$ cat src/rtl/rtp_pkg.sv
// ----------------------------------------------------------------------------
// rtp_pkg: shared types and constants
// Widths, register indexes and the item type passed from front to back.
// ----------------------------------------------------------------------------
package rtp_pkg;

  // field widths
  localparam int LAT_W     = 18;
  localparam int LON_W     = 19;
  localparam int OP_W      = 20;   // lateral/longitudinal as signed operands
  localparam int COEF_W    = 32;
  localparam int PROD_W    = 52;   // coefficient times operand
  localparam int SUM_W     = 54;   // affine sums u, v, z
  localparam int FXM_W     = 42;   // fx times 1000
  localparam int SQ_W      = 40;   // lat^2 + long^2
  localparam int CFG_W     = 64;
  localparam int CFG_IDX_W = 3;

  localparam int PIXEL_BITS = 16;
  localparam int METRE_W    = 16;
  localparam int RANGE_W    = 19;

  // divider: quotient bits cover the widest pixel and the metre width
  localparam int DIV_W    = SUM_W;
  localparam int DIV_QW   = 20;
  localparam int BACK_LAT = DIV_QW + 1;

  // square root: one result bit per stage, same depth as the divider
  localparam int SQRT_STEPS = BACK_LAT;
  localparam int ROOT_W     = SQRT_STEPS;
  localparam int SQ_PAD_W   = 2 * SQRT_STEPS;
  localparam int REM_W      = ROOT_W + 3;

  localparam logic signed [10:0]  METRE_MM  = 11'sd1000;
  localparam logic [METRE_W-1:0]  METRE_MAX = {METRE_W{1'b1}};
  localparam logic [RANGE_W-1:0]  RANGE_MAX = {RANGE_W{1'b1}};

  // configuration register indexes
  localparam logic [CFG_IDX_W-1:0] CFG_U_COEF = 3'd0;
  localparam logic [CFG_IDX_W-1:0] CFG_V_COEF = 3'd1;
  localparam logic [CFG_IDX_W-1:0] CFG_Z_COEF = 3'd2;
  localparam logic [CFG_IDX_W-1:0] CFG_UV_OFS = 3'd3;
  localparam logic [CFG_IDX_W-1:0] CFG_Z_FX   = 3'd4;

  typedef struct packed {
    logic signed [COEF_W-1:0] u_l;
    logic signed [COEF_W-1:0] u_g;
    logic signed [COEF_W-1:0] v_l;
    logic signed [COEF_W-1:0] v_g;
    logic signed [COEF_W-1:0] z_l;
    logic signed [COEF_W-1:0] z_g;
    logic signed [COEF_W-1:0] u_o;
    logic signed [COEF_W-1:0] v_o;
    logic signed [COEF_W-1:0] z_o;
    logic signed [COEF_W-1:0] fx;
  } cfg_t;

  typedef struct packed {
    logic [DIV_W-1:0] u_mag;
    logic [DIV_W-1:0] v_mag;
    logic [DIV_W-1:0] m_mag;
    logic [DIV_W-1:0] z_mag;
    logic             u_neg;
    logic             v_neg;
    logic             behind;
    logic [SQ_W-1:0]  sq;
  } item_t;

  typedef struct packed {
    logic behind;
    logic u_neg;
    logic v_neg;
  } side_t;

endpackage

$ cat src/rtl/rtp_queue.sv
// ----------------------------------------------------------------------------
// rtp_queue: two-entry item queue
// Decouples the front stages from the back; the back drains it every cycle.
// ----------------------------------------------------------------------------
module rtp_queue (
  input  logic            clk,
  input  logic            rst,
  input  logic            in_valid,
  input  rtp_pkg::item_t  in_item,
  output logic            in_ready,
  output logic            out_valid,
  output rtp_pkg::item_t  out_item
);

  rtp_pkg::item_t mem [0:1];
  logic           wp;
  logic           rp;
  logic [1:0]     cnt;
  logic           wr_en;
  logic           rd_en;

  assign out_valid = (cnt != 2'd0);
  assign rd_en     = out_valid;
  assign in_ready  = (cnt != 2'd2) || rd_en;
  assign wr_en     = in_valid && in_ready;
  assign out_item  = mem[rp];

  always_ff @(posedge clk) begin
    if (wr_en) begin
      mem[wp] <= in_item;
    end
  end

  // pointers and fill count
  always_ff @(posedge clk) begin
    if (rst) begin
      wp  <= 1'b0;
      rp  <= 1'b0;
      cnt <= 2'd0;
    end else begin
      if (wr_en) wp <= !wp;
      if (rd_en) rp <= !rp;
      cnt <= cnt + {1'b0, wr_en} - {1'b0, rd_en};
    end
  end

endmodule

$ cat config.mk
export PLATFORM = sky130hd
export DESIGN_NAME = rtp_queue
export DESIGN_NICKNAME = d
export VERILOG_FILES = /design/src/rtl/rtp_pkg.sv /design/src/rtl/rtp_queue.sv
export SDC_FILE = /design/constraint.sdc
export NUM_CORES = 1
export LEC_CHECK = 0
export BUFFER_PORTS_ARGS = -buffer_cell sky130_fd_sc_hd__buf_2
export CORE_MARGIN = 3
export CORE_UTILIZATION = 35
export CTS_BUF_LIST = sky130_fd_sc_hd__clkbuf_8
export DETAILED_ROUTE_END_ITERATION = 6
export GPL_TIMING_DRIVEN = 0
export PLACE_DENSITY = 0.57
export SLEW_MARGIN = 20
export SYNTH_ARGS = -nofsm -noshare
export SYNTH_HDL_FRONTEND = slang
export SYNTH_SLANG_ARGS = --single-unit
$ cat constraint.sdc
create_clock -name clk -period 17.35 [get_ports clk]
set_input_delay 3.47 -clock clk [delete_from_list [all_inputs] [get_ports clk]]
set_output_delay 3.47 -clock clk [all_outputs]
set_load 0.01 [all_outputs]
# --- Word level (Yosys, flattened, before mapping) ---
# Memory sizes are Yosys's and may differ from the RTL's. A register that Yosys moved wholly into a read port is not among the register bits.
# Index checks and enable logic that the tools add are counted.
word_totals:
  reg_bits: 4
  ramBits: 518
  output_inout_bits: 261
  elab_cells: 16
  mem_count: 1
op_classes:
  n_addsub: 2
  n_eq_ne: 1
  muxes: 4
  n_reduce_logical: 5
mem_list:
  columns: ["name", "words", "width", "read_ports", "rd_clocked_by_memory_dff", "write_ports", "line", "text"]
  rows:
  - ["mem", 2, 259, 1, 1, 1, "rtp_queue.sv:15", "rtp_pkg::item_t mem [0:1];"]
ops:
  columns: ["operator", "count"]
  rows:
  - ["two-way mux 1 bit", 4]
  - ["adder 2 x 1 -> 2 bit", 1]
  - ["zero test 1 bit", 2]
  - ["!= test 2 bit (second input constant)", 1]
  - ["nonzero test 2 bit", 1]
  - ["subtractor 2 x 1 -> 2 bit", 1]
  - ["logical AND 1 bit", 1]
  - ["logical OR 1 bit", 1]

# --- Depth between registers and ports, before layout ---
# Gate-level depths: netlist (run 1).
logic_depth:
  ltp_word: 5
  depth_mapped: 5
  mapped_depth_nobuf: 5

# --- Worst setup path after synthesis (run 1) ---
# OpenSTA, ideal clock, no wires.
synth_path:
  path_kind: "input -> register"
  startpoint: "input port in_valid"
  endpoint: "memory mem[0][0] (netlist bit), enable pin"
  setup_time_ns: 0.915
  arrival_ns: 14.614
  t_required_ns: 16.435
  path_slack_ns: 1.821
  path_stages: 1
  cell_sequence: "nor2b_1"
synth_between:
  elab_chain_len: 3
synth_lines:
  columns: ["item", "line", "text"]
  rows:
  - ["start: declaration", "rtp_queue.sv:8", "input logic in_valid,"]
  - ["logical AND 1 bit", "rtp_queue.sv:25", "assign wr_en = in_valid && in_ready;"]
  - ["two-way mux 1 bit", "rtp_queue.sv:29", "if (wr_en) begin"]
  - ["two-way mux 1 bit (implied by the code)", "rtp_queue.sv:30", "mem[wp] <= in_item;"]
  - ["end: declaration", "rtp_queue.sv:15", null]
# No other way between the ends.

==> flow_metrics.env, run 1 <==
export IMPL_status="complete, no violations"
export IMPL_die_w_um=244
export IMPL_wl_per_cell_um=19.8
export IMPL_synth_warning_count=0
export IMPL_worstSkewPairLatency_ns=0.63
export IMPL_synth_cell_types=20
export IMPL_rsz0062_at_grt="no"
export IMPL_cts_setup_buffers=0
export IMPL_cap_violations=0
export IMPL_power_density_nw_per_um2=127
export IMPL_finalSetupTns_ns=0
export IMPL_drive_gt1_share_pct=61.4
export IMPL_critPathArrivalTime_ns=2.10
export IMPL_start_kind="register"
export IMPL_crit_path_top_delay_cell="mux2_4"
export IMPL_setup_viol=0
export IMPL_cts_htree_levels=3
export IMPL_power_uw=3220
export IMPL_root_buffer="clkbuf_8"
export IMPL_path_class="reg2out"
export IMPL_cp_max_fo=10
export IMPL_synth_yosys_seq_area_share_pct=79.3
export IMPL_synth_seq_cells=523
export IMPL_relSlewSlack_pct=59.1
export IMPL_cts_resized=0
export IMPL_cpMostUsedCell="buf_6"
export IMPL_stdcell_area_sq_um=25300
export IMPL_drc=0
export IMPL_coreArea_sq_um=55400
export IMPL_rows=86
export IMPL_multi_input_area_sq_um=3790
export IMPL_avgSynthCellArea_sq_um=23.8
export IMPL_slowest_delay_ns=0.33
export IMPL_hold_class="reg2reg"
export IMPL_wl_mm=45.1
export IMPL_cts_clk_slew_worst_paths_ns=0.06
export IMPL_nNetsFinal=1723
export IMPL_hold_viol=0
export IMPL_maxSlewViolCount=0
export IMPL_start_util_pct=35.6
export IMPL_first_global_vias=10800
export IMPL_cts_tree="yes"
export IMPL_synth_area_sq_um=19800
export IMPL_yosysTopAreaCellShare_pct=78.7
export IMPL_port_buffers=521
export IMPL_vias_per_cell=4.40
export IMPL_synth_top_area_cell="edfxtp_1"
export IMPL_required_ns=13.88
export IMPL_groute_usage_overall_pct=14.9
export IMPL_pin_count=523
export IMPL_fin_skew_ns=0.0202
export IMPL_worst_pin_slew_ns=0.612
export IMPL_netlist_top_cells_area="edfxtp_1 79%, mux2_4 15%, mux2_2 3.2%"
export IMPL_area_growth_pct=28.1
export IMPL_timing_hold_ws_ns=0.524
export IMPL_ir_worst_vdd_uv=93.1
export IMPL_leakage_uw=0.00996
export IMPL_mappedNetlistNets=1093
export IMPL_critPathCaptureType="primary output"
export IMPL_ant_nets=0
export IMPL_min_period_ns=5.57
export IMPL_fmax_ghz=0.179
export IMPL_drtPass1Iterations=4
export IMPL_dp_hpwl_mm=32.2
export IMPL_regArea_sq_um=15700
export IMPL_synth_edf_count=518
export IMPL_fillers=4867
export IMPL_grt_pass1_wl_mm=66.3
export IMPL_clockBufferDepth=3
export IMPL_crit_chain="buf_6, buf_6, buf_6, mux2_4, buf_2"
export IMPL_grt_max_degree=50
export IMPL_synth_most_common_cell="edfxtp_1"
export IMPL_netlist_instances=830
export IMPL_place_area_sq_um=23800
export IMPL_fin_crit_sh_pct=32.1
export IMPL_cts_made_buffers=88
export IMPL_gp_congestion=0.763
export IMPL_antenna_found_initial=19
export IMPL_ys_flop_type="edfxtp_1"
export IMPL_die_area_sq_um=59300
export IMPL_ys_async_sr_fraction_pct=0
export IMPL_die_h_um=244
export IMPL_hold_buffers=0
export IMPL_cts_sinks=523
export IMPL_drtIter0Drc=393
export IMPL_grt_ovfl_total=0
export IMPL_synth_common_cells="518 x edfxtp_1, 202 x mux2_4, 57 x mux2_2, 25 x buf_6, 5 x dfxtp_1"
export IMPL_vias=10000
[critical path, delay by kind of cell (launching register included)]
| kind | cells | cell delay (ns) |
|---|---|---|
| buffers and inverters | 4 | 0.80 |
| muxes | 1 | 0.33 |
| DFF | 1 | 0.32 |
[flip-flops by register name, indices dropped and copies added (netlist names), named ones only]
signal	flops
mem	518
cnt	2
rp	1
wp	1
[cells by family (layout without fill, tap and decap cells)]
| group | after synthesis | after routing | synth area share, % |
|---|---|---|---|
| DFF | 523 | 523 | 79.3 |
| muxes | 259 | 259 | 18.6 |
| buffers and inverters | 31 | 717 | 1.58 |
| and+or+nand+nor | 10 | 10 | 0.260 |
| xor gates and xnor gates | 3 | 3 | 0.133 |
| AOI/OAI and AO/OA | 2 | 2 | 0.0824 |
| adders and majority gates | 1 | 1 | 0.0633 |
| other | 1 | 8 | 0.0190 |
[layer usage]
metal	wire, um	global-route usage (%)
met1	17200	16.9
met2	22400	25.0
met3	4060	6.67
met4	1280	5.21
met5	101	0
[per-stage QoR]
step	setup slack (ns)	instances	utilization, %
finish	11.78	2271	45.7
global route	11.59	2269	45.7
CTS	11.63	2264	45.6
detailed placement	11.61	2118	42.9
global placement	-6.11	2099	42.0
floorplan	1.82	830	-
[final cells by class]
class	instances	area share, %
antenna	7	0.0692
buffer	30	1.22
clock buffer	89	4.84
clock inverter	57	1.11
inverter	1	0.0148
multi-input combinational	276	15.0
sequential	523	61.9
tap	748	3.70
timing repair buffer	540	12.2
[final timing paths]
check	from	to	slack, ns	cells after the start
worst min register to register	rp$_SDFFE_PP0N_	rp$_SDFFE_PP0N_	0.52	2
worst min-delay path	rp$_SDFFE_PP0N_	rp$_SDFFE_PP0N_	0.52	2
worst max register to register	wp$_SDFFE_PP0P_	mem[0][138]$_DFFE_PP_	14.97	7
worst max-delay path	register	out_item[173]	11.78	5
[cells in the final DEF, fill, tap and decap left out, types with 2 or more instances in the layout]
cell      netlist  layout
mux2_2         57      57
buf_12          0       6
clkbuf_8        0      89
buf_2           4     525
mux2_4        202     202
xnor2_1         2       2
nor2_1          4       4
inv_8           0       2
buf_6          25      25
dfxtp_1         5       5
edfxtp_1      518     518
buf_16          0      13
clkinv_2        0       4
diode_2         0       7
inv_1           1      28
clkinv_1        0      20
[report_power, final]
| part | switching (uW) | internal [uW] |
|---|---|---|
| clock network | 468 | 490 |
| logic | 373 | 396 |
| registers | 17.8 | 1480 |
(Power assumes the default switching activity.)
==> run 2, diff against run 1 <==
Settings changed: PLACE_DENSITY 0.57 to 0.59.
Clock period 17.35 ns to 4.7 ns, I/O delays scaled along.
==> flow_metrics.env, run 2 (synthesis gave the netlist of run 1 again) <==
export IMPL_layout_commonest_cell="buf_2"
export IMPL_crit_chain="buf_6, buf_6, buf_6, mux2_4, buf_2"
export IMPL_die_w_um=244
export IMPL_met2_usage_pct=25.4
export IMPL_wl_per_cell_um=19.5
export IMPL_start_kind="register"
export IMPL_rows=86
export IMPL_area_growth_pct=28.3
export IMPL_final_cell_mix="525 x buf_2, 518 x edfxtp_1, 202 x mux2_4"
export IMPL_crit_family="buffers and inverters"
export IMPL_power_uw=12000
export IMPL_wl_mm=44.6
export IMPL_cpMostUsedCell="buf_6"
export IMPL_relSlewSlack_pct=50.4
export IMPL_worst_pin_slew_ns=0.744
export IMPL_dp_hpwl_mm=31.8
export IMPL_hold_viol=0
export IMPL_drc=0
export IMPL_fin_crit_sh_pct=63.6
export IMPL_grt_pass1_wl_mm=66.1
export IMPL_clockBufferDepth=3
export IMPL_path_class="reg2out"
export IMPL_leakage_uw=0.0100
export IMPL_dp_slack_ns=1.50
export IMPL_met3_usage_pct=5.69
export IMPL_min_period_ns=2.99
export IMPL_largest_reg_flops=518
export IMPL_fmax_ghz=0.335
export IMPL_finalSetupTns_ns=0
export IMPL_power_density_nw_per_um2=474
export IMPL_first_global_vias=10900
export IMPL_path_buf_inv=4
export IMPL_slowest_delay_ns=0.32
export IMPL_cts_htree_levels=3
export IMPL_gp_congestion=0.746
export IMPL_grt_busiest_layer="met2"
export IMPL_placed_cells=2117
export IMPL_cts_sinks=523
export IMPL_grt_use_met1_pct=16.6
export IMPL_grt_ovfl_total=0
export IMPL_drive_gt1_share_pct=61.2
export IMPL_crit_path_top_delay_cell="dfxtp_1"
export IMPL_ir_worst_vdd_uv=356
export IMPL_ant_nets=0
export IMPL_start_util_pct=35.6
export IMPL_die_h_um=244
export IMPL_status="complete, no violations"
export IMPL_cts_setup_buffers=0
export IMPL_cts_resized=0
export IMPL_grt_max_degree=50
export IMPL_setup_viol=0
export IMPL_hold_buffers=0
export IMPL_antenna_found_initial=10
export IMPL_vias_per_cell=4.41
export IMPL_setup_ws_ns=1.71
export IMPL_nNetsFinal=1723
export IMPL_largest_register="mem"
export IMPL_groute_usage_overall_pct=14.8
export IMPL_critPathCaptureType="primary output"
export IMPL_cap_violations=0
export IMPL_required_ns=3.76
export IMPL_worstSkewPairLatency_ns=0.63
export IMPL_cts_clk_slew_worst_paths_ns=0.06
export IMPL_vias=10100
export IMPL_cts_made_buffers=89
export IMPL_fin_skew_ns=0.0154
export IMPL_die_area_sq_um=59300
export IMPL_root_buffer="clkbuf_8"
export IMPL_maxSlewViolCount=0
export IMPL_reg_top3="mem x518, cnt x2"
export IMPL_cp_max_fo=10
export IMPL_rsz0062_at_grt="no"
export IMPL_cts_tree="yes"
export IMPL_timing_hold_ws_ns=0.486
export IMPL_instances_no_fill=2282
export IMPL_hold_class="in2reg"
export IMPL_port_buffers=521
export IMPL_fillers=4894
export IMPL_drtPass1Iterations=5
export IMPL_drtIter0Drc=404
export IMPL_critPathArrivalTime_ns=2.05
export IMPL_pin_count=523
export IMPL_coreArea_sq_um=55400
run 2: cell types whose count changed in the layout (fill, tap and decap cells not counted):
cell | before | now
buf_12 | 6 | 8
inv_1 | 28 | 35
clkinv_8 | 1 | 0
clkinvlp_4 | 1 | 4
bufinv_16 | 1 | 2
clkinv_2 | 4 | 5
clkbuf_8 | 89 | 90
buf_16 | 13 | 10
run 2: where the power goes:
part           leakage (uW)  switching [uW]  internal [uW]
sequential          0.00490            66.1           5460
combinational       0.00417            1380           1460
clock              0.000925            1750           1890
run 2: through the flow:
| step | utilization [%] | instance area (sq um) |
|---|---|---|
| floorplan | - | 19800 |
| global placement | 42.1 | 23300 |
| global route | 45.7 | 25300 |
| detailed placement | 42.8 | 23700 |
| CTS | 45.7 | 25300 |
| finish | 45.7 | 25300 |
run 2: layout make-up:
cell class / instances / area, sq um / area share, %
buffer: 30 / 309 / 1.22
antenna: 7 / 17.5 / 0.0691
inverter: 1 / 3.75 / 0.0148
timing repair buffer: 539 / 3040 / 12.0
tap: 748 / 936 / 3.69
sequential: 523 / 15700 / 61.8
clock inverter: 68 / 349 / 1.38
clock buffer: 90 / 1240 / 4.89
multi-input combinational: 276 / 3790 / 15.0
run 2: final timing paths:
path	from	end	slack, ns	cells past startpoint
hold / removal	in_item[136]	mem[1][136]$_DFFE_PP_	0.49	1
setup reg to reg	wp$_SDFFE_PP0P_	mem[0][239]$_DFFE_PP_	2.33	7
hold reg to reg	rp$_SDFFE_PP0N_	register	0.50	2
setup / recovery	register	out_item[48]	1.71	5
run 2: metal layers:
layer | share of wire (%) | wire length [um]
met1 | 37 | 16600
met2 | 52 | 23000
met3 | 8.8 | 3940
met4 | 2.2 | 996
met5 | 0.094 | 42
